File: config.mk
export PLATFORM = sky130hd
export DESIGN_NAME = dgf_queue
export DESIGN_NICKNAME = d
export VERILOG_FILES = /design/src/design/dgf_queue.sv
export SDC_FILE = /design/constraint.sdc
export NUM_CORES = 1
export LEC_CHECK = 0
export ABC_AREA = 1
export CAP_MARGIN = 30
export CORE_ASPECT_RATIO = 0.9
export CORE_UTILIZATION = 45
export DETAILED_ROUTE_END_ITERATION = 8
export DONT_BUFFER_PORTS = 1
export HOLD_SLACK_MARGIN = 0.06
export PLACE_DENSITY = 0.72
export SYNTH_ARGS = -nofsm -noshare
export SYNTH_HDL_FRONTEND = slang
export SYNTH_SLANG_ARGS = --single-unit
export TNS_END_PERCENT = 10
File: constraint.sdc
create_clock -name clock -period 4.8 [get_ports clock]
set_clock_uncertainty 0.1 [all_clocks]
set_input_delay 0.24 -clock clock [delete_from_list [all_inputs] [get_ports clock]]
set_output_delay 0.24 -clock clock [all_outputs]
set_load 0.02 [all_outputs]
File: src/design/dgf_queue.sv
`timescale 1ns / 1ps
// Two-entry item queue between front and back.
// Depends on nothing outside this file.
module dgf_queue #(
   parameter int DATA_W = 45
) (
   input  logic              clock,
   input  logic              reset,
   input  logic              push,
   input  logic [DATA_W-1:0] push_data,
   output logic              full,
   input  logic              pop,
   output logic              valid,
   output logic [DATA_W-1:0] pop_data
);

   logic [DATA_W-1:0] entry_ff [2];
   logic              wr_ptr_ff, wr_ptr_in;
   logic              rd_ptr_ff, rd_ptr_in;
   logic [1:0]        count_ff, count_in;

   assign full     = (count_ff == 2'd2);
   assign valid    = (count_ff != 2'd0);
   assign pop_data = entry_ff[rd_ptr_ff];

   // Pointer and fill bookkeeping
   always_comb begin
      wr_ptr_in = wr_ptr_ff ^ push;
      rd_ptr_in = rd_ptr_ff ^ pop;
      count_in  = count_ff;
      if (push && !pop) begin
         count_in = count_ff + 2'd1;
      end else if (pop && !push) begin
         count_in = count_ff - 2'd1;
      end
   end

   always_ff @(posedge clock) begin
      if (reset) begin
         wr_ptr_ff <= 1'b0;
         rd_ptr_ff <= 1'b0;
         count_ff  <= 2'd0;
      end else begin
         wr_ptr_ff <= wr_ptr_in;
         rd_ptr_ff <= rd_ptr_in;
         count_ff  <= count_in;
      end
   end

   always_ff @(posedge clock) begin
      if (push) begin
         entry_ff[wr_ptr_ff] <= push_data;
      end
   end

endmodule

-- Yosys cells after proc, flatten, opt, wreduce, memory -nomap -nowiden
Memories as Yosys holds them, arrays and structs flattened. A register that Yosys moved wholly into a read port is not among the register bits.
Cells that the tools add are included.
- memories: 1
- bits of input ports: 49
- RAM bits: 90
- flip-flop bits (word level): 4
- latch bits: 0
- output and inout port bits: 47
- memory bits (read-only): 0
- logic and storage cells: 20
- multiplexer cells: 5
- $mul: 0
- shifts and indexed selects: 0
- divide/modulo/power cells: 0
- bitwise gates (word level): 2
- order comparisons: 0
- add/sub/neg operators: 2
- reduce and logical (&&, ||, !) cells: 6
- equal/unequal tests: 1
- memory list (name ; depth ; bits a word ; rd ports ; clocked after memory_dff ; wr ports ; line ; RTL):
    entry_ff ; 2 ; 45 ; 1 ; 1 ; 1 ; 17 ; logic [DATA_W-1:0] entry_ff [2];
- operators with widths (cell ; number):
    2-to-1 mux 2 bit ; 2
    nonzero test 2 bit ; 2
    2-to-1 mux 1 bit ; 3
    adder 2 x 1 -> 2 bit, second input constant ; 1
    equality test 2 bit, second input constant ; 1
    logical AND 1 bit ; 2
    zero test 1 bit ; 2
    subtractor 2 x 1 -> 2 bit, second input constant ; 1
    XOR 1 bit ; 2

-- Logic depth before layout (Yosys ltp)
Gate-level depths: netlist (run 1).
- depth in word-level cells: 4
- mapped depth: 8
- depth with buffers taken out: 8

-- Worst setup path before layout (run 1)
No wires, ideal clock.
- path type: register to register
- start: reg wr_ptr_ff
- end: mem entry_ff[0][0] (enable)
- buffers on the path: 0
- clock period less this slack: 1.967 ns
- cell stages (with the launch flop): 3
- library setup time: 0.407 ns
- data required time: 4.293 ns
- setup slack: 2.833 ns
- data arrival time: 1.460 ns
- cell sequence: dfxtp_1 -> inv_1 -> ha_1
- RTL lines (what ; line ; RTL):
    start: declaration ; 18 ; logic wr_ptr_ff, wr_ptr_in;
    start signal: assignment ; 44 ; wr_ptr_ff <= wr_ptr_in;
    end: declaration ; 17 ;
Straight into the memory's write port.

==> impl_metrics.toml, run 1 <==
[floorplanning]
fp-row-count = 30
die-area_sq_um = 8500
initial_core_util_pct = 47.5
core_area_sq_um = 7690
fp.dieH_um = 87.5
pin_count = 96
die_w_um = 97.0

[sta]
drv_slew = 0
fin_crit_ns = 2.39
worstMarginPinSlew_ns = 0.552
timing.fmax_mhz = 418
finalSetupViolations = 0
final.setup.worst_slack_ns = 2.41
maxSlewHeadroom_pct = 63.2
grt_setup_unrepaired = "no"
fin_tns_setup_ns = 0
hold_viol = 0
period_share_pct = 49.9

[hold_path]
min_path_type = "primary input to register"
whs_path_depth = 3
holdPathEnd = "count_ff[0]"
worstHoldStart = "pop"

[pwr]
ir_drop_mv = 0.225
power_uw = 1750
powerDensity_nw_per_um2 = 394
p_leak_uw = 0.00161

[clock_tree]
clk_latency_ns = 0.34
cts_tree = "done"
clockRootBuffer = "clkbuf_8"
cts_buffer_depth = 2
cts.sinks = 94
clk_pin_slew_worst_paths_ns = 0.09
cts_max_level = 3
cts-buffers-inserted = 9
postCtsSetupRepairBufs = 0

[worst_setup_path]
cp.arrival_ns = 2.05
ff2ff_setup_slack_ns = 3.11
endpoint_kind = "output port"
rr_worst_depth = 3
cp.required_ns = 4.46
cp-start-kind = "register"
reg2reg_to = "rd_ptr_ff"
reg2reg_from = "rd_ptr_ff"
path_class = "register to output port"
crit_fanout = 30

[routing]
drt_iter0_drc = 57
ant_nets = 0
routedWlPerCell_um = 18.3
drc_errors = 0
vias = 1658
vias_per_cell = 5.05
wirelength_um = 6000
drtPass1Iterations = 4

[layout]
nNetsFinal = 279
fin_util_pct = 57.7
num_antenna_cells = 0
drive_gt1_share_pct = 28.9
area_growth_pct = 21.4

[yosys]
synth-compound-area-share_pct = 0.274
muxShareOfSynthArea_pct = 17.9
synth_fa_ha_area_share_pct = 1.03
synth-simple-area-share_pct = 1.23
syn-cell-area_sq_um = 3660
avgSynthCellArea_sq_um = 21.6
synth_top_family_by_area = "multiplexers"
postSynthCellCount = 169
ys_seq_area_share_pct = 76.1
synth_fp_nets = 221
synth-xor-area-share_pct = 0.239
yosys_warnings = 0
synth_seq_cells = 94
synth.distinct_cells = 15

[run]
maxCapViolCount = 0

[place]
place_ws_ns = 2.74
port_buffers = 0
gp_congestion = 0.687
dp_hpwl_um = 3530

[grt]
grt_pass1_vias = 1789
grt_pass1_wl_um = 8960
grtUsageTotal_pct = 14.5
antenna_found_initial = 0
grt.overflow.total = 0
grt_max_degree = 46

[status]
status = "finished, final reports clean"
routing by layer:
| layer | global-route usage [%] | vias up | part of all wire [%] |
|---|---|---|---|
| li1 | - | 759 | - |
| met1 | 14.2 | 805 | 36 |
| met2 | 26.1 | 84 | 54 |
| met3 | 6.54 | 10 | 8.5 |
| met4 | 7.46 | 0 | 1.4 |
| met5 | 0 | - | 0 |
where the power goes:
group | switching [uW] | internal, uW
logic | 132 | 107
registers | 20.6 | 954
clock network | 273 | 264
synth_stat cells:
master / instances / area [sq um]
a21oi_1: 1 / 5.00
buf_12: 4 / 80.1
buf_6: 1 / 11.3
dfxtp_1: 4 / 80.1
edfxtp_1: 90 / 2700
ha_1: 3 / 37.5
inv_1: 8 / 30.0
mux2_2: 6 / 67.6
mux2_4: 39 / 586
nand2_1: 5 / 18.8
nand3_1: 1 / 5.00
nand4_1: 1 / 6.26
nor2_1: 4 / 15.0
o21ai_0: 1 / 5.00
xnor2_1: 1 / 8.76
placed cells by master, fill, tap and decap left out, drive strengths merged, types with 3 or more instances in the layout:
master | synthesis | routed
nand2 | 5 | 5
dlygate4sd3 | 0 | 49
inv | 8 | 13
clkbuf | 0 | 10
edfxtp | 90 | 90
nor2 | 4 | 4
buf | 5 | 3
ha | 3 | 3
dfxtp | 4 | 4
mux2 | 45 | 45
how the worst max path moves through the flow:
stage,start,endpoint,slack [ns],cells after the start
2_1_floorplan,wr_ptr_ff,entry_ff[0][0],2.83,2
3_3_place_gp,rd_ptr_ff,pop_data[44],2.80,2
3_5_place_dp,rd_ptr_ff,pop_data[39],2.74,2
4_1_cts,rd_ptr_ff,pop_data[43],2.36,2
5_1_grt,rd_ptr_ff,pop_data[44],2.30,2
6_report,rd_ptr_ff,pop_data[41],2.41,2
logic make-up (layout without fill, tap and decap cells):
group | count (synthesis) | after routing
AOI/OAI and AO/OA | 2 | 2
xor gates and xnor gates | 1 | 1
adders and majority gates | 3 | 3
buffers and inverters | 13 | 76
DFF | 94 | 94
muxes | 45 | 45
and+or+nand+nor | 11 | 11
registers in the layout (all words and copies together) (netlist names):
signal	cells
entry_ff	90
count_ff	2
rd_ptr_ff	1
wr_ptr_ff	1
final cells by class:
class / instances / area [sq um]
multi-input cells: 62 / 759
inverters: 8 / 30.0
flip-flops and latches: 94 / 2780
well taps: 96 / 120
repair buffers: 52 / 538
clock buffers: 10 / 138
fillers: 559 / 3250
clock inverters: 6 / 73.8
through the flow:
step,hold slack (ns),instance area (sq um),std cells
floorplan,0.207,3660,169
global placement,0.207,3700,261
detailed placement,0.211,3700,261
CTS,0.0684,4400,326
global route,0.101,4440,328
finish,0.125,4440,328
what timing repair did:
item	4_1_cts	5_1_grt
gates resized for setup	0	0
endpoints found under the hold margin	94	0
hold buffers	49	0
worst max-delay path: stages, from the launching register on:
cell     delay, ns
dfxtp_2       0.67
buf_4         0.56
mux2_2        0.46
Power figures use the tool's default switching activity.
==> run 2: changes to the inputs <==
==> constraint.sdc (replaced) <==
create_clock -name clock -period 2.4 [get_ports clock]
set_clock_uncertainty 0.1 [all_clocks]
set_input_delay 0.12 -clock clock [delete_from_list [all_inputs] [get_ports clock]]
set_output_delay 0.12 -clock clock [all_outputs]
set_load 0.02 [all_outputs]
==> run 2 against run 1 <==
Against the previous run: count of clock-buffer cells in the layout did not move; wire length rose by 1.0%; sequential share of layout area fell by 0.23 points; combinational power rose by 110%; critical path depth did not move; sequential cell count did not move; die area did not move; total power rose by 100%.
==> impl_metrics.toml, run 2 (synthesis gave the netlist of run 1 again) <==
[status]
status = "finished, final reports clean"

[worst_setup_path]
path_class = "register to output port"
cp-start-kind = "register"
endpoint_kind = "output port"
crit_fanout = 30
cp.arrival_ns = 1.61
cp.required_ns = 2.18
rr_worst_depth = 4

[routing]
drc_errors = 0
vias = 1656
drt_iter0_drc = 58
wirelength_um = 6060
vias_per_cell = 5.03
drtPass1Iterations = 4
ant_nets = 0
routedWlPerCell_um = 18.4

[sta]
finalHoldWorstSlack_ns = 0.263
finalSetupViolations = 0
maxSlewHeadroom_pct = 61.0
worstMarginPinSlew_ns = 0.585
drv_slew = 0
fin_tns_setup_ns = 0
timing.fmax_mhz = 548
hold_viol = 0
grt_setup_unrepaired = "no"
period_share_pct = 76.1
fin_crit_ns = 1.83

[clock_tree]
clockRootBuffer = "clkbuf_8"
cts_buffer_depth = 2
clk_latency_ns = 0.34
cts_tree = "done"
cts.sinks = 94
clk_pin_slew_worst_paths_ns = 0.09
postCtsSetupRepairBufs = 0
cts-buffers-inserted = 9
cts_max_level = 3

[floorplanning]
die-area_sq_um = 8500
initial_core_util_pct = 47.5
pin_count = 96
die_w_um = 97.0
core_area_sq_um = 7690
fp-row-count = 30
fp.dieH_um = 87.5

[place]
dp_hpwl_um = 3870
dpl_cell_area_sq_um = 3750
gp_congestion = 0.702
port_buffers = 0
dp.cells = 264

[layout]
num_antenna_cells = 0
final_common_cell = "edfxtp_1"
largest_register_ffs = 90
top_register = "entry_ff"
area_growth_pct = 21.9
drive_gt1_share_pct = 28.8
reg_top3 = "entry_ff x90, count_ff x2"
finalNonFillerCells = 329
fill_cells = 560
nNetsFinal = 280
postLayoutCellArea_sq_um = 4460
layout_common_cells = "90 x edfxtp_1, 49 x dlygate4sd3_1, 39 x mux2_4, 9 x clkbuf_8, 8 x inv_1"

[pwr]
p_leak_uw = 0.00161
powerDensity_nw_per_um2 = 796
ir_drop_mv = 0.464

[grt]
grt_max_degree = 31
antenna_found_initial = 0
grt_pass1_wl_um = 9340
grtUsageTotal_pct = 15.2
grt.overflow.total = 0
grt_pass1_vias = 1782

[hold_path]
whs_path_depth = 1
min_path_type = "primary input to register"

[run]
maxCapViolCount = 0
[run 2: changes by cell type in the layout (fill, tap and decap cells not counted), sizes merged]
cell      delta
inv          -3
bufinv       +1
buf          +1
clkinvlp     +2
[run 2: critical path, stage by stage, from the launching register on]
cell and delay, ns:
dfxtp_2 0.33, buf_4 0.44, mux2_2 0.46
[run 2: power breakdown]
part / total (uW) / internal (uW) / switching (uW)
logic: 492 / 215 / 276
clock network: 1120 / 594 / 528
registers: 1940 / 1910 / 27.1
total: 3550 / 2720 / 832
[run 2: area by class of cell]
class                      instances  area, sq um  area share, %
multi-input combinational         62          759           17.0
tap                               96          120           2.69
timing repair buffer              53          546           12.2
sequential                        94         2780           62.4
inverter                           8         30.0          0.673
clock inverter                     6         92.6           2.08
clock buffer                      10          128           2.86
[run 2: worst paths after layout]
check	start	end	slack, ns
setup / recovery	rd_ptr_ff	pop_data[43]	0.57
hold / removal	push	entry_ff[1][16]	0.26
setup reg to reg	rd_ptr_ff	rd_ptr_ff	0.65
hold reg to reg	wr_ptr_ff	wr_ptr_ff	0.47
[run 2: metal layers]
metal / share of wire [%] / vias to the layer above / global-route usage [%]
met2: 51 / 80 / 26.1
met5: 0 / - / 0
li1: - / 763 / -
met4: 1.2 / 0 / 6.51
met3: 9.9 / 8 / 7.58
met1: 37 / 805 / 16.2
[run 2: repair_timing]
action / CTS / global route
hold buffers: 49 / 0
gates resized for setup: 0 / 0
hold endpoints to repair: 94 / 0
[run 2: metrics by stage]
stage                     util [%]  power (uW)  worst slack, ns
after global placement        48.7        2370            0.878
after detailed placement      48.7        2390            0.805
after floorplan                  -        2350            0.433
after global routing          58.0        3670            0.487
final                         58.0        3550            0.574
after CTS                     58.0        3580            0.556
==> run 3: changes to the inputs <==
==> constraint.sdc (replaced) <==
create_clock -name clock -period 1.7 [get_ports clock]
set_clock_uncertainty 0.1 [all_clocks]
set_input_delay 0.085 -clock clock [delete_from_list [all_inputs] [get_ports clock]]
set_output_delay 0.085 -clock clock [all_outputs]
set_load 0.02 [all_outputs]
==> run 3 against run 2 <==
Against the previous run: die area unchanged; sequential power increased by 41%; register-to-register slack got worse by 0.51 ns; combinational power increased by 44%; first-iteration DRC count increased by 8.6%; total power increased by 37%; via count increased by 0.18%; largest cell class unchanged.
==> impl_metrics.toml, run 3 (synthesis gave the netlist of run 1 again) <==
[grt]
grtUsageTotal_pct = 14.9
grt_max_degree = 47
grt_pass1_wl_um = 9180
grt.overflow.total = 0
grt_pass1_vias = 1809
antenna_found_initial = 1

[worst_setup_path]
cp.required_ns = 1.51
ff2ff_setup_slack_ns = 0.14
reg2reg_from = "rd_ptr_ff"
reg2reg_to = "rd_ptr_ff"
cp-start-kind = "register"
rr_worst_depth = 4
crit_fanout = 23
cp.arrival_ns = 1.40
endpoint_kind = "output port"
crit_path_start = "rd_ptr_ff"
path_class = "register to output port"

[pwr]
ir_drop_mv = 0.680
p_leak_uw = 0.00163
power_uw = 4860
powerDensity_nw_per_um2 = 1090

[hold_path]
min_path_type = "primary input to register"
whs_path_depth = 2
worstHoldStart = "push"
holdPathEnd = "entry_ff[1][9]"

[layout]
postLayoutCellArea_sq_um = 4470
layout_common_cells = "90 x edfxtp_1, 49 x dlygate4sd3_1, 39 x mux2_4, 9 x clkbuf_8, 8 x inv_1"
drive_gt1_share_pct = 29.4
area_growth_pct = 22.2
top_register = "entry_ff"
finalNonFillerCells = 332
reg_top3 = "entry_ff x90, count_ff x2"
fin_util_pct = 58.1
largest_register_ffs = 90
final_common_cell = "edfxtp_1"
nNetsFinal = 282

[sta]
finalSetupViolations = 0
maxSlewHeadroom_pct = 73.6
period_share_pct = 93.2
hold_viol = 0
grt_setup_unrepaired = "no"
worstMarginPinSlew_ns = 0.395
timing.fmax_mhz = 631
drv_slew = 0
fin_crit_ns = 1.58

[routing]
vias_per_cell = 5.00
drc_errors = 0
ant_nets = 0
routedWlPerCell_um = 18.7
drtPass1Iterations = 3
drt_iter0_drc = 63
wirelength_um = 6200
vias = 1659

[clock_tree]
cts_max_level = 3
clk_pin_slew_worst_paths_ns = 0.09
clk_latency_ns = 0.35
cts-buffers-inserted = 9
cts_tree = "done"
cts.sinks = 94
cts_resized = 0
postCtsSetupRepairBufs = 0
clockRootBuffer = "clkbuf_8"
cts_buffer_depth = 2

[floorplanning]
core_area_sq_um = 7690
die-area_sq_um = 8500
die_w_um = 97.0
fp-row-count = 30
fp.dieH_um = 87.5
pin_count = 96
initial_core_util_pct = 47.5

[place]
dp.cells = 265
dpl_cell_area_sq_um = 3760
dp_hpwl_um = 3780
port_buffers = 0
gp_congestion = 0.685

[run]
maxCapViolCount = 0

[status]
status = "finished, final reports clean"
run 3: cell types whose count changed in the layout (fill, tap and decap cells not counted), sizes merged:
cell      before  now
clkinvlp       2    1
buf            4    5
clkinv         0    3
bufinv         2    1
diode          0    1
run 3: worst max path at each step:
stage,to,cells after the start,slack [ns]
after detailed placement,entry_ff[1][13],2,0.41
after global routing,pop_data[41],2,0.07
final,pop_data[37],2,0.12
after CTS,pop_data[41],2,0.008
after floorplan,entry_ff[1][0],1,-0.25
after global placement,pop_data[37],2,0.44
run 3: what timing repair did:
action | 4_1_cts | 5_1_grt
endpoints found under the setup margin | 0 | 6
hold buffers | 49 | 0
endpoints found under the hold margin | 94 | 0
run 3: metal layers:
| layer | global-route usage, % | vias to the layer above | wire length (um) |
|---|---|---|---|
| met4 | 7.06 | 0 | 102 |
| met3 | 7.82 | 11 | 617 |
| li1 | - | 769 | - |
| met5 | 0 | - | 0 |
| met2 | 27.7 | 73 | 3210 |
| met1 | 13.5 | 806 | 2280 |
run 3: worst max-delay path, cell delays in order, from the launching register on:
cell and delay [ns]:
dfxtp_2 0.40, buf_12 0.22, mux2_2 0.43
run 3: area by class of cell:
type	count	area, sq um
fill	564	3220
sequential	94	2780
multi-input combinational	62	759
timing repair buffer	55	578
clock buffer	9	124
tap	96	120
clock inverter	7	72.6
inverter	8	30.0
antenna	1	2.50
run 3: per-stage QoR:
step | hold WS, ns | setup TNS, ns | setup slack, ns
floorplan | 0.0517 | -11.11 | -0.247
global placement | 0.0530 | 0 | 0.436
detailed placement | 0.0524 | 0 | 0.405
CTS | 0.194 | 0 | 0.00777
global route | 0.198 | 0 | 0.0659
finish | 0.210 | 0 | 0.115
run 3: report_power, final:
| group | internal (uW) | switching [uW] | total, uW |
|---|---|---|---|
| sequential | 2690 | 41.8 | 2740 |
| combinational | 315 | 395 | 710 |
| clock | 684 | 735 | 1420 |
| total | 3690 | 1170 | 4860 |
