### src/design/dgf_pkg.sv
`timescale 1ns / 1ps
// Shared types and constants for the decimal grouped formatter.
// Used by the front, back, top level and testbench; depends on nothing.
package dgf_pkg;

   // Field widths
   localparam int VALUE_W = 32;
   localparam int CHAR_W  = 7;
   localparam int DIGIT_W = 4;
   localparam int LEN_W   = 4;

   // Values below this get a leading space
   localparam logic [VALUE_W-1:0] PAD_LIMIT = 32'd10000000;

   // Divide by ten: q = (t * RECIP_10) >> RECIP_SHIFT, exact for 32-bit t
   localparam logic [VALUE_W-1:0] RECIP_10    = 32'hCCCCCCCD;
   localparam int                 RECIP_SHIFT = 35;

   // ASCII codes
   localparam logic [CHAR_W-1:0] CH_ZERO  = 7'd48;
   localparam logic [CHAR_W-1:0] CH_SPACE = 7'd32;
   localparam logic [CHAR_W-1:0] CH_DOT   = 7'd46;

   // Descriptor of one converted item, next to its digits in the queue
   typedef struct packed {
      logic             pad;
      logic [LEN_W-1:0] len;
   } dgf_hdr_type;

   localparam int HDR_W = $bits(dgf_hdr_type);

   typedef enum logic {
      FRONT_IDLE,
      FRONT_CONV
   } dgf_front_state_type;

   typedef enum logic {
      BACK_IDLE,
      BACK_EMIT
   } dgf_back_state_type;

   // Group phase at the first character: 2 - (len mod 3)
   function automatic logic [1:0] phase_init(input logic [LEN_W-1:0] len);
      logic [1:0] ph;
      case (len) inside
         4'd0, 4'd3, 4'd6, 4'd9, 4'd12, 4'd15: ph = 2'd2;
         4'd1, 4'd4, 4'd7, 4'd10, 4'd13:       ph = 2'd1;
         default:                              ph = 2'd0;
      endcase
      return ph;
   endfunction

endpackage

### src/design/dgf_back.sv
`timescale 1ns / 1ps
// Back end: pops a converted item and emits one character per cycle,
// inserting separators between groups of three. Depends on dgf_pkg.
module dgf_back #(
   parameter int MAX_DIGITS = 10
) (
   input  logic                        clock,
   input  logic                        reset,
   input  logic                        q_valid,
   input  dgf_pkg::dgf_hdr_type        q_hdr,
   input  logic [MAX_DIGITS*dgf_pkg::DIGIT_W-1:0] q_digits,
   output logic                        q_pop,
   output logic                        rsp_strobe,
   output logic [dgf_pkg::CHAR_W-1:0]  rsp_character,
   output logic                        rsp_final_char
);
   import dgf_pkg::*;

   localparam int IDX_W = (MAX_DIGITS > 1) ? $clog2(MAX_DIGITS) : 1;

   dgf_back_state_type state_ff, state_in;
   logic [DIGIT_W-1:0] digits_ff [MAX_DIGITS];
   logic [DIGIT_W-1:0] digits_in [MAX_DIGITS];
   logic [LEN_W-1:0]   pos_ff, pos_in;
   logic               pad_ff, pad_in;
   logic               first_ff, first_in;
   logic [1:0]         phase_ff, phase_in;
   logic               dot_ff, dot_in;
   logic               strobe_ff, strobe_in;
   logic [CHAR_W-1:0]  char_ff, char_in;
   logic               fin_ff, fin_in;

   logic               want_load;
   logic               load;
   logic [DIGIT_W-1:0] cur_digit;

   assign cur_digit = digits_ff[IDX_W'(pos_ff)];

   assign rsp_strobe     = strobe_ff;
   assign rsp_character  = char_ff;
   assign rsp_final_char = fin_ff;
   assign q_pop          = load;

   // Next state and character selection
   always_comb begin
      state_in  = state_ff;
      pos_in    = pos_ff;
      pad_in    = pad_ff;
      first_in  = first_ff;
      phase_in  = phase_ff;
      dot_in    = dot_ff;
      strobe_in = 1'b0;
      char_in   = char_ff;
      fin_in    = 1'b0;
      want_load = 1'b0;
      case (state_ff)
         BACK_IDLE: want_load = 1'b1;
         BACK_EMIT: begin
            strobe_in = 1'b1;
            if (dot_ff) begin
               char_in = CH_DOT;
               dot_in  = 1'b0;
            end else begin
               if (first_ff && pad_ff) begin
                  char_in = CH_SPACE;
               end else begin
                  char_in = CH_ZERO + CHAR_W'(cur_digit);
               end
               fin_in   = (pos_ff == '0);
               dot_in   = (phase_ff == 2'd1) && (pos_ff != '0);
               phase_in = (phase_ff == 2'd2) ? 2'd0 : phase_ff + 2'd1;
               pos_in   = pos_ff - 1'b1;
               first_in = 1'b0;
               if (pos_ff == '0) begin
                  state_in  = BACK_IDLE;
                  want_load = 1'b1;
               end
            end
         end
         default: state_in = BACK_IDLE;
      endcase

      // Start the next item right behind the last character
      load = want_load && q_valid;
      if (load) begin
         state_in = BACK_EMIT;
         pad_in   = q_hdr.pad;
         pos_in   = q_hdr.len - 1'b1;
         first_in = 1'b1;
         phase_in = phase_init(q_hdr.len);
         dot_in   = 1'b0;
      end
   end

   always_comb begin
      for (int k = 0; k < MAX_DIGITS; k++) begin
         digits_in[k] = load ? q_digits[k*DIGIT_W +: DIGIT_W] : digits_ff[k];
      end
   end

   always_ff @(posedge clock) begin
      if (reset) begin
         state_ff  <= BACK_IDLE;
         strobe_ff <= 1'b0;
         fin_ff    <= 1'b0;
         dot_ff    <= 1'b0;
      end else begin
         state_ff  <= state_in;
         strobe_ff <= strobe_in;
         fin_ff    <= fin_in;
         dot_ff    <= dot_in;
      end
   end

   always_ff @(posedge clock) begin
      pos_ff    <= pos_in;
      pad_ff    <= pad_in;
      first_ff  <= first_in;
      phase_ff  <= phase_in;
      char_ff   <= char_in;
      digits_ff <= digits_in;
   end

endmodule

### config.mk
export PLATFORM = sky130hd
export DESIGN_NAME = dgf_back
export DESIGN_NICKNAME = d
export VERILOG_FILES = /design/src/design/dgf_pkg.sv /design/src/design/dgf_back.sv
export SDC_FILE = /design/constraint.sdc
export NUM_CORES = 1
export LEC_CHECK = 0
export ABC_CLOCK_PERIOD_IN_PS = 3500
export BUFFER_PORTS_ARGS = -buffer_cell sky130_fd_sc_hd__buf_4
export CORE_MARGIN = 4
export CORE_UTILIZATION = 30
export CTS_CLUSTER_SIZE = 10
export DETAILED_ROUTE_END_ITERATION = 7
export PLACE_DENSITY = 0.58
export SLEW_MARGIN = 40
export SYNTH_ARGS = -nofsm -noshare
export SYNTH_HDL_FRONTEND = slang
export SYNTH_SLANG_ARGS = --single-unit
export TNS_END_PERCENT = 100
### constraint.sdc
create_clock -name clock -period 3.5 [get_ports clock]
set_clock_uncertainty 0.2 [all_clocks]
set_input_delay 0.175 -clock clock [delete_from_list [all_inputs] [get_ports clock]]
set_output_delay 0.175 -clock clock [all_outputs]
set_load 0.03 [all_outputs]
### Yosys cells after proc, flatten, opt, wreduce, memory -nomap -nowiden

Index checks and enable logic that the tools add are counted.
W data, S select, Z words.

| word-level totals | value |
|---|---|
| bits of input ports | 48 |
| output and inout bits | 10 |
| logic and storage cells | 77 |
| register bits | 59 |

| operators by class | value |
|---|---|
| add/sub/neg operators | 4 |
| reduce and logical (&&, ||, !) cells | 14 |
| bitwise operators | 3 |
| $lt $le $gt $ge | 1 |
| equal/unequal tests | 13 |
| muxes and demuxes | 22 |

Operators by type and width:

| kind | number |
|---|---|
| $mux W4 | 6 |
| $eq A4 B4 Y1 const B | 5 |
| $bmux W4 S4 | 1 |
| $eq A4 B3 Y1 const B | 3 |
| $mux W2 | 5 |
| $mux W1 | 9 |
| $logic_not A4 Y1 | 2 |
| $sub A4 B1 Y4 const B | 2 |
| $add A6 B4 Y7 const A | 1 |
| $reduce_or A6 Y1 | 1 |
| $ge A5 B5 Y1 const B | 1 |
| $not A4 Y5 | 1 |
| $reduce_or A5 Y1 | 1 |
| $eq A4 B1 Y1 const B | 1 |
| $eq A4 B2 Y1 const B | 1 |
| $reduce_and A2 Y1 | 2 |
| $reduce_bool A4 Y1 | 1 |
| $reduce_or A2 Y1 | 2 |
| $logic_and A1 B1 Y1 | 3 |
| $reduce_or A3 Y1 | 1 |
| $add A2 B1 Y2 const B | 1 |
| $eq A2 B1 Y1 const B | 1 |
| $eq A2 B2 Y1 const B | 1 |
| $ne A2 B1 Y1 const B | 1 |
| 3 further kinds | 4 |

### Longest topological paths before layout

Gate-level depths: netlist of run 1.

| logic depth | value |
|---|---|
| word-level depth | 7 |
| gate-level depth with buffers | 8 |
| mapped depth without buffers | 6 |

### Worst setup path before layout of run 1

No wires, ideal clock.

| path | value |
|---|---|
| path kind | reg2reg |
| start | register pos_ff[0] |
| end | register digits_ff[0] (netlist bit) (enable) |
| clock period less this slack | 3.137 ns |
| data required time | 2.896 ns |
| cell stages (with the launch flop) | 9 |
| arrival time | 2.533 ns |
| library setup time | 0.404 ns |
| path buffers | 2 |
| setup slack | 0.363 ns |
| cells stage by stage | edfxtp_1 -> buf_4 -> buf_6 -> inv_1 -> ha_1 -> or3b_4 -> o21ai_4 -> nand2_4 -> inv_1 |

| between the ends | value |
|---|---|
| longest elaborated chain between the ends | 5 |

RTL lines:

| item | RTL line | source |
|---|---|---|
| start, declared | dgf_back.sv:24 | `logic [LEN_W-1:0] pos_ff, pos_in;` |
| start signal, assigned | dgf_back.sv:116 | `pos_ff <= pos_in;` |
| $logic_not A4 Y1 | dgf_back.sv:74 | `if (pos_ff == '0) begin` |
| $mux W1 | dgf_back.sv:74 |  |
| $mux W1 | dgf_back.sv:60 | `if (dot_ff) begin` |
| $pmux W1 S2 | dgf_back.sv:56 | `case (state_ff)` |
| $logic_and A1 B1 Y1 | dgf_back.sv:84 | `load = want_load && q_valid;` |
| named net q_pop | dgf_back.sv:12 | `output logic q_pop,` |
| end signal, assigned | dgf_back.sv:121 | `digits_ff <= digits_in;` |
| end, declared | dgf_back.sv:22 | `logic [DIGIT_W-1:0] digits_ff [MAX_DIGITS];` |

The timed path passes the listed nets, and every way through them passes these cells.
A chain may end at the register's enable or synchronous reset.

### Worst setup path after layout of run 1

| path | value |
|---|---|
| start | register pos_ff[1] |
| end | output q_pop |

| between the ends | value |
|---|---|
| longest elaborated chain between the ends | 5 |

RTL lines:

| item | RTL line |
|---|---|
| $logic_not A4 Y1 | dgf_back.sv:74 |
| $mux W1 | dgf_back.sv:74 |
| $mux W1 | dgf_back.sv:60 |
| $pmux W1 S2 | dgf_back.sv:56 |
| $logic_and A1 B1 Y1 | dgf_back.sv:84 |
| end, declared | dgf_back.sv:12 |

Every way passes these cells.

==> summary.txt, run 1 <==
Status -> finished clean
TritonCTS Buffers -> 9
Layout cells sized above 1 -> 34.2%
Power Density -> 490 mW/mm²
WL/cell -> 13.4 µm
CTS root buffer -> clkbuf_8
Syn Area/Cell -> 16.7 µm²
DR vias -> 1562
DRC Markers -> 0
Diode count -> 0
Fin crit period -> 3.00 ns
Critical path, cell by cell -> inv_1 -> ha_1 -> or3b_4 -> o21ai_4 -> nand2_4 -> inv_1 -> buf_4
Buf+Inv Stages, Crit Path -> 3
Post-Syn Area -> 0.00241 mm²
FF-to-FF path depth -> 7
Cell Rows -> 32
Final Hold Vio Count -> 0
IO Count -> 58
Largest cells by area after synthesis -> edfxtp_1 (65%), mux4_2 (6.5%), dfxtp_1 (4.2%)
Clk buf depth -> 2
FF-to-FF End -> digits_ff[34]$_DFFE_PP_
Starting Density -> 31.0%
Post-synth ARST share -> 0%
Final Max Tran Viols -> 0
Fin nets -> 306
Top_reg_cell synth -> edfxtp_1
Hold crit path type -> primary input to register
Worst-margin pin slew -> 0.565 ns
Initial DRC Count -> 50
Post-Syn Nets -> 198
CP top delay family -> buffers and inverters
Final period util -> 85.7%
Non-filler cells in the finished layout -> 359
Number of flops mapped to enable cells by yosys -> 52
Height of the die -> 97.7 µm
CTS tree -> yes
Worst Setup SP -> pos_ff[1]$_DFFE_PP_
Clock transition at path regs -> 0.06 ns
Vias in the first global route -> 1647
Synthesis-to-layout area growth -> 48.3%
Fin Hold WS -> 0.0858 ns
CORE AREA -> 0.00777 mm²
Synthesis warning total -> 0
Cell count after synthesis -> 144
Die area -> 0.00954 mm²
Horizontal die dimension -> 97.7 µm
Pleak -> 1.42 nW
Commonest non-fill, non-tap cells in the layout -> buf_4 (57), edfxtp_1 (52), dlygate4sd3_1 (44), mux2i_1 (10), clkbuf_8 (9)
Crit path DAT -> 2.62 ns
Kind of critical path -> register to output port
Area leader, netlist -> edfxtp_1
GR Util All Layers -> 10.6%
Sink Count -> 57
Placed instance count -> 299
Port Buffers -> 55
VDD IR max -> 0.288 mV
Yosys cell types -> 33
Initial antenna violation count -> 0
Drt first pass iters -> 4
Number of nets with antenna violations after routing -> 0
Worst Setup End Kind -> output port
CP max stage cell -> edfxtp_1
Crit Path Max Fanout -> 13
Vias per inst -> 4.35
Synth top area share -> 64.8%
Sequential area share after synthesis -> 68.9%
FMAX -> 334 MHz
Final setup TNS -> 0 ns
Reg2Reg Setup Slack -> 0.69 ns
Fillers -> 684
Setup Viol. Count Final -> 0
First-pass GRT wire length -> 7.82 mm
Reg-to-Reg Start -> pos_ff[1]$_DFFE_PP_
HP Start -> q_hdr[2]
Worst Setup Start Kind -> register
Worst path depth -> 7
Worst EP required -> 3.12 ns
Post-Route WL -> 4.80 mm
H-tree Lvls -> 3
Synth Register Bits -> 57
Slowest stage delay, CP -> 0.47 ns
Post-CTS setup buffers -> 0
Largest net degree at the start of global routing -> 22
Max Cap Viol -> 0
Relative slew slack -> 62.1%
Most common cell after layout, fill and taps aside -> buf_4
DP HPWL -> 3.27 mm
Gpl congestion -> 0.725
Overflow after GRT -> 0
RSZ-0062 raised after global routing -> false
Clk_lat worst skew -> 0.33 ns
CP dominant cell by count -> inv_1
CP Capture Point -> q_pop
-- worst min path at each step --
stage                              end  slack (ns)  depth (start not counted)
2_1_floorplan      state_ff$_SDFF_PP0_        0.04                          1
3_3_place_gp   digits_ff[32]$_DFFE_PP_        0.15                          1
3_5_place_dp   digits_ff[15]$_DFFE_PP_        0.15                          1
4_1_cts            pos_ff[2]$_DFFE_PP_        0.08                          3
5_1_grt            pos_ff[3]$_DFFE_PP_        0.09                          3
6_report           pos_ff[2]$_DFFE_PP_        0.09                          3
-- layer usage --
metal,vias up,GRT usage (%),wire length [µm]
li1,759,-,-
met3,6,5.03,309
met1,741,13.2,2160
met5,-,0,0
met4,0,2.98,63
met2,56,16.5,2270
-- sequential cells by signal, summed over array words and instances (netlist names) --
| register | flops |
|---|---|
| rsp_final_char | 1 |
| state_ff | 1 |
| phase_ff | 2 |
| pos_ff | 4 |
| rsp_character | 5 |
| digits_ff | 40 |
| first_ff | 1 |
| dot_ff | 1 |
| rsp_strobe | 1 |
| pad_ff | 1 |
-- power breakdown --
group	switching [mW]	total, mW	internal (mW)
logic	0.142	0.316	0.175
registers	0.0388	0.861	0.822
clock network	0.250	0.573	0.323
total	0.430	1.75	1.32
-- stage by stage --
step                worst slack (ns)  util [%]  cell area [µm²]  total power, mW
finish                         0.502      46.0             3570             1.75
global route                   0.332      46.0             3570             1.84
CTS                            0.455      46.0             3570             1.77
detailed placement             0.686      38.0             2950             1.16
global placement               0.746      38.0             2950             1.15
floorplan                      0.363         -             2410             1.05
-- synthesized netlist by cell type (2+ instances only) --
library cell	instances
mux4_2	7
dfxtp_1	5
xnor2_1	4
conb_1	2
nand2_1	5
mux2_2	4
a21oi_1	5
ha_1	6
nor3_1	4
o21ai_0	4
mux2i_1	10
inv_1	7
buf_4	3
edfxtp_1	52
nand2b_1	2
nor3b_1	2
nor2_1	5
nand3_1	2
-- worst register-to-register path: stages (launching register included) --
cell      delay (ns)
edfxtp_1        0.47
inv_1           0.21
ha_1            0.21
or3b_4          0.42
o21ai_4         0.17
nand2_4         0.12
inv_1           0.43
buf_4           0.29
-- logic make-up after synthesis --
family / after synthesis / share of synthesized area (%)
flops: 57 / 68.9
fa+ha+maj: 6 / 3.11
compound gates: 15 / 4.26
other cells: 2 / 0.311
xor+xnor: 5 / 1.82
buf+inv: 12 / 2.70
mux: 22 / 13.2
simple gates: 25 / 5.71
-- repair_timing --
item / in CTS / in global routing
hold buffers: 44 / 0
resized for setup: 0 / 0
hold endpoints to repair: 47 / 0
-- final cells by class --
| type | instances | area, µm² | area share, % |
|---|---|---|---|
| sequential | 57 | 1660 | 46.5 |
| tap | 102 | 128 | 3.57 |
| multi-input combinational | 75 | 684 | 19.1 |
| clock buffer | 10 | 128 | 3.57 |
| inverter | 7 | 26.3 | 0.735 |
| timing repair buffer | 102 | 888 | 24.9 |
| clock inverter | 6 | 58.8 | 1.65 |
Power figures use the tool's default switching activity.
==> run 2: changes to the inputs <==
- GPL_TIMING_DRIVEN: not set -> 0
- PLACE_DENSITY: 0.58 -> 0.6
==> run 2 against run 1 <==
Critical path depth rose by 3. Die area did not move. Final area rose by 0.84%. Hold slack got worse by 0.020 ns. Cell count rose by 0.84%. Global-route usage rose by 0.48 points. Core utilization rose by 0.39 points. Total power rose by 0.85%. Combinational power rose by 7.3%. First-iteration DRC count rose by 26%. Sequential cell count did not move.
==> summary.txt, run 2 (synthesis results as in run 1) <==
Port Buffers -> 55 (unchanged)
Crit Path Max Fanout -> 22 (+9)
Reg2Reg Setup Slack -> 0.66 ns (-0.03 ns)
Clock Power Share -> 32.7% (about the same)
Hold path depth -> 3 (unchanged)
FF-to-FF path depth -> 9 (+2)
Final Hold Vio Count -> 0 (unchanged)
Logic gate share of total power -> 19.2% (+1.1 points)
Starting Density -> 31.0% (unchanged)
Height of the die -> 97.7 µm (unchanged)
Clock transition at path regs -> 0.06 ns (about the same)
Number of nets with antenna violations after routing -> 0 (unchanged)
CTS root buffer -> clkbuf_8
IO Count -> 58 (unchanged)
GR Util All Layers -> 11.1% (+0.48 points)
RSZ-0062 raised after global routing -> false
Vias in the first global route -> 1718 (+4.3%)
Overflow after GRT -> 0 (unchanged)
Post-CTS setup buffers -> 0 (unchanged)
Reg power frac -> 48.1% (-1.1 points)
DP Worst Slack -> 0.607 ns (-0.0788 ns)
Total power -> 1.77 mW (+0.85%)
Reg-to-Reg Start -> pos_ff[0]$_DFFE_PP_
HP Start -> q_hdr[2]
Sw Ratio -> 25.0% (+0.42 points)
Pleak -> 1.44 nW (+1.6%)
Final period util -> 92.7% (+7.0 points)
DP HPWL -> 3.23 mm (-1.3%)
Fin crit period -> 3.24 ns (+0.246 ns)
H-tree Lvls -> 3 (unchanged)
Worst-margin pin slew -> 0.547 ns (-0.0179 ns)
CORE AREA -> 0.00777 mm² (unchanged)
Post-Route WL -> 4.88 mm (+1.6%)
Layout cells sized above 1 -> 35.8% (+1.5 points)
Gpl congestion -> 0.695 (-4.2%)
Power Density -> 490 mW/mm² (about the same)
Relative slew slack -> 63.3% (+1.2 points)
Placement Cell Area -> 0.00298 mm² (+1.1%)
CTS tree -> yes
Fin area -> 0.00360 mm² (+0.84%)
Worst EP required -> 3.12 ns (about the same)
DR vias -> 1551 (-0.70%)
Die area -> 0.00954 mm² (unchanged)
Setup Viol. Count Final -> 0 (unchanged)
Final WS setup -> 0.256 ns (-0.246 ns)
Cell Rows -> 32 (unchanged)
Hold crit path type -> primary input to register
VDD IR max -> 0.407 mV (+41%)
Largest net degree at the start of global routing -> 23 (+4.5%)
Largest register FFs -> 40 (unchanged)
Kind of critical path -> register to output port
DRC Markers -> 0 (unchanged)
Initial antenna violation count -> 0 (unchanged)
Initial DRC Count -> 63 (+26%)
Fin nets -> 309 (+0.98%)
Synthesis-to-layout area growth -> 49.5%
Sink Count -> 57 (unchanged)
Horizontal die dimension -> 97.7 µm (unchanged)
Clk_lat worst skew -> 0.34 ns (about the same)
Crit path DAT -> 2.87 ns (+0.25 ns)
NetSw -> 0.442 mW (+2.6%)
FMAX -> 308 MHz (-7.6%)
Vias per inst -> 4.28 (-1.5%)
Clk buf depth -> 2 (unchanged)
Status -> finished clean
Final Max Tran Viols -> 0 (unchanged)
First-pass GRT wire length -> 8.05 mm (+2.8%)
Drt first pass iters -> 4 (unchanged)
Most common cell after layout, fill and taps aside -> buf_4
Int Power -> 1.32 mW (+0.28%)
Worst Setup End Kind -> output port
Commonest non-fill, non-tap cells in the layout -> buf_4 (58), edfxtp_1 (52), dlygate4sd3_1 (44), mux2i_1 (10), clkbuf_8 (9)
Worst Setup Start Kind -> register
Max Cap Viol -> 0 (unchanged)
Most flop-heavy register -> digits_ff
Diode count -> 0 (unchanged)
TritonCTS Buffers -> 9 (unchanged)
WL/cell -> 13.5 µm (+0.78%)
Worst Setup SP -> pos_ff[0]$_DFFE_PP_
==> run 2: changes by cell type in the layout (fill, tap and decap cells not counted) <==
cell and change:
buf_2 +1, inv_2 +1, inv_1 -1, clkinvlp_4 -1
clkinv_2 +2, buf_6 +1, clkbuf_1 -1, buf_4 +1
buf_12 -1, buf_16 +1
==> run 2: per-stage QoR <==
step                      TNS (ns)  utilization, %  instances  hold WS (ns)
after floorplan                  0               -        144        0.0441
after global placement     -0.0188            38.0        301         0.153
after detailed placement         0            38.4        302         0.154
after CTS                        0            46.4        362        0.0661
after global routing             0            46.4        362        0.0803
final                            0            46.4        362        0.0662
==> run 2: routing by layer <==
metal / GRT usage, % / routed length, µm
met2: 18.3 / 2400
met3: 4.38 / 330
met1: 12.6 / 2040
met5: 0 / 0
met4: 5.11 / 114
==> run 2: layout make-up <==
type	count	area, µm²
buffer	5	38.8
fill	683	4160
clock inverter	7	61.3
multi-input combinational	75	684
tap	102	128
inverter	7	26.3
clock buffer	9	124
timing repair buffer	100	881
sequential	57	1660
==> run 2: final timing paths <==
kind | end
max | q_pop
min | pos_ff[2]$_DFFE_PP_
max reg2reg | digits_ff[38]$_DFFE_PP_
min reg2reg | first_ff$_SDFFE_PP1P_
==> run 2: critical path: stages (launching register included) <==
cell and delay, ns:
edfxtp_1 0.37, buf_4 0.20, buf_6 0.16, inv_1 0.06, ha_1 0.18, or3b_4 0.42
o21ai_4 0.17, nand2_4 0.13, inv_2 0.42, buf_16 0.23, buf_4 0.18
==> run 2: power by group through the flow <==
stage / combinational [mW] / clock, mW / sequential (mW)
floorplan: 0.174 / 0 / 0.876
global placement: 0.291 / 0 / 0.864
detailed placement: 0.302 / 0 / 0.865
CTS: 0.342 / 0.596 / 0.850
global route: 0.373 / 0.625 / 0.856
finish: 0.339 / 0.577 / 0.849
==> run 2: repair_timing <==
action                    CTS  global route
resized for setup           0             0
hold endpoints to repair   47             0
hold buffers               44             0
==> run 3: changes to the inputs <==
- ABC_CLOCK_PERIOD_IN_PS: 3500 -> 4100
- CORE_UTILIZATION: 30 -> 50
- PLACE_DENSITY: 0.6 -> 0.85
- clock period: 3.5 -> 4.1 ns (I/O delays scaled with it)
==> run 3 against run 2 <==
Hold slack got worse by 0.049 ns. Global-route usage rose by 9.0 points. Cell count fell by 14%. Sequential cell count did not move. Largest cell class unchanged.
==> summary.txt, run 3 (synthesis results as in run 1) <==
Diode count -> 0 (unchanged)
# resized after CTS -> 0 (unchanged)
Crit path DAT -> 2.81 ns (-0.06 ns)
Initial antenna violation count -> 0 (unchanged)
Initial DRC Count -> 117 (+86%)
Gpl congestion -> 0.712 (+2.4%)
DR vias -> 1593 (+2.7%)
NetSw -> 0.365 mW (-17%)
Final Max Tran Viols -> 0 (unchanged)
Hold crit path type -> primary input to register
Reg-to-Reg Start -> pos_ff[0]$_DFFE_PP_
Final period util -> 78.3%
WL/cell -> 17.6 µm (+31%)
Kind of critical path -> register to output port
Reg power frac -> 51.2% (+3.1 points)
Fin area -> 0.00350 mm² (-3.0%)
Most flop-heavy register -> digits_ff
Largest net degree at the start of global routing -> 23 (unchanged)
FF-to-FF path depth -> 9 (unchanged)
First-pass GRT wire length -> 8.77 mm (+9.0%)
Worst Setup End Kind -> output port
Reg2Reg Setup Slack -> 1.31 ns (+0.65 ns)
Clock transition at path regs -> 0.06 ns (about the same)
Worst Setup SP -> pos_ff[0]$_DFFE_PP_
DRC Markers -> 0 (unchanged)
GR Util All Layers -> 20.1% (+9.0 points)
Drt first pass iters -> 4 (unchanged)
RSZ-0062 raised after global routing -> false
Final Hold Vio Count -> 0 (unchanged)
IO Count -> 58 (unchanged)
Pleak -> 1.42 nW (-1.6%)
FF-to-FF End -> digits_ff[38]$_DFFE_PP_
H-tree Lvls -> 3 (unchanged)
Fin crit period -> 3.21 ns
Max Cap Viol -> 0 (unchanged)
Post-CTS setup buffers -> 0 (unchanged)
Most common cell after layout, fill and taps aside -> buf_4
CP Capture Point -> q_pop
Clock Power Share -> 28.0% (-4.7 points)
Relative slew slack -> 61.1% (-2.2 points)
CTS tree -> yes
Logic gate share of total power -> 20.8% (+1.6 points)
Synthesis-to-layout area growth -> 45.0%
Crit Path Max Fanout -> 22 (unchanged)
Sw Ratio -> 25.7% (+0.64 points)
DP HPWL -> 3.04 mm (-5.8%)
Starting Density -> 51.4% (+20 points)
Layout cells sized above 1 -> 34.4% (-1.4 points)
Number of nets with antenna violations after routing -> 0 (unchanged)
Cell Rows -> 25 (-22%)
Worst Setup Start Kind -> register
Hold buffers post-CTS -> 44 (unchanged)
Status -> finished clean
Final WS setup -> 0.888 ns (+0.632 ns)
VDD IR max -> 0.304 mV (-25%)
Port Buffers -> 55 (unchanged)
Post-Route WL -> 5.46 mm (+12%)
Vias per inst -> 5.14 (+20%)
Clk buf depth -> 2 (unchanged)
Worst-margin pin slew -> 0.580 ns (+0.0329 ns)
Final setup TNS -> 0 ns (unchanged)
Overflow after GRT -> 0 (unchanged)
Sink Count -> 57 (unchanged)
Commonest non-fill, non-tap cells in the layout -> buf_4 (58), edfxtp_1 (52), dlygate4sd3_1 (44), mux2i_1 (10), clkbuf_8 (9)
Power Density -> 407 mW/mm² (-17%)
Worst EP required -> 3.69 ns (+0.57 ns)
CTS root buffer -> clkbuf_8
TritonCTS Buffers -> 9 (unchanged)
Setup Viol. Count Final -> 0 (unchanged)
Largest register FFs -> 40 (unchanged)
Fin nets -> 309 (unchanged)
Horizontal die dimension -> 77.4 µm (-21%)
Int Power -> 1.06 mW (-20%)
Fin util -> 74.5% (+28 points)
Vias in the first global route -> 1794 (+4.4%)
DP Worst Slack -> 1.25 ns (+0.638 ns)
Clk_lat worst skew -> 0.33 ns (about the same)
Placement Cell Area -> 0.00292 mm² (-2.0%)
Fillers -> 277 (-59%)
CORE AREA -> 0.00469 mm² (-40%)
FMAX -> 311 MHz
Height of the die -> 77.4 µm (-21%)
Die area -> 0.00600 mm² (-37%)
[run 3: cell types whose count changed in the layout (fill, tap and decap cells not counted)]
cell        change
clkinv_1        +1
bufinv_16       -1
clkinv_2        -3
clkinvlp_4      -1
[run 3: area by class of cell]
cell class	instances	area (µm²)	share of cell area, %
clock inverters	3	12.5	0.358
multi-input cells	75	684	19.6
plain buffers	5	38.8	1.11
repair buffers	100	881	25.2
inverters	7	26.3	0.752
flip-flops and latches	57	1660	47.5
well taps	54	67.6	1.93
clock buffers	9	124	3.54
[run 3: worst min path at each step]
stage | startpoint | depth (start not counted) | slack (ns) | endpoint
floorplan | reset | 1 | 0.07 | state_ff$_SDFF_PP0_
global placement | q_digits[35] | 1 | 0.18 | digits_ff[7]$_DFFE_PP_
detailed placement | q_hdr[4] | 1 | 0.18 | pad_ff$_DFFE_PP_
CTS | q_hdr[0] | 2 | 0.01 | pos_ff[0]$_DFFE_PP_
global route | q_hdr[0] | 2 | 0.02 | pos_ff[0]$_DFFE_PP_
finish | q_hdr[0] | 2 | 0.02 | pos_ff[0]$_DFFE_PP_
[run 3: metal layers]
metal / routed length, µm / GRT usage [%] / vias to the layer above
met5: 0 / 0 / -
met4: 196 / 10.9 / 0
met3: 341 / 6.50 / 18
met2: 2880 / 34.6 / 63
met1: 2040 / 21.9 / 749
li1: - / - / 763
[run 3: power by group through the flow]
stage | Combinational, mW | Clock (mW) | Sequential [mW]
final | 0.296 | 0.399 | 0.728
after global routing | 0.318 | 0.436 | 0.734
after CTS | 0.288 | 0.394 | 0.727
after detailed placement | 0.252 | 0 | 0.738
after global placement | 0.241 | 0 | 0.736
after floorplan | 0.149 | 0 | 0.748
[run 3: through the flow]
| step | power (mW) | cells | hold slack, ns |
|---|---|---|---|
| after floorplan | 0.896 | 144 | 0.0741 |
| after global placement | 0.977 | 253 | 0.184 |
| after detailed placement | 0.990 | 254 | 0.184 |
| after CTS | 1.41 | 310 | 0.0111 |
| after global routing | 1.49 | 310 | 0.0228 |
| final | 1.42 | 310 | 0.0172 |
[run 3: critical path, stage by stage, from the launching register on]
cell and delay (ns):
edfxtp_1 0.36, buf_4 0.19, buf_6 0.16, inv_1 0.06, ha_1 0.17, or3b_4 0.42
o21ai_4 0.17, nand2_4 0.13, inv_2 0.39, buf_16 0.23, buf_4 0.18
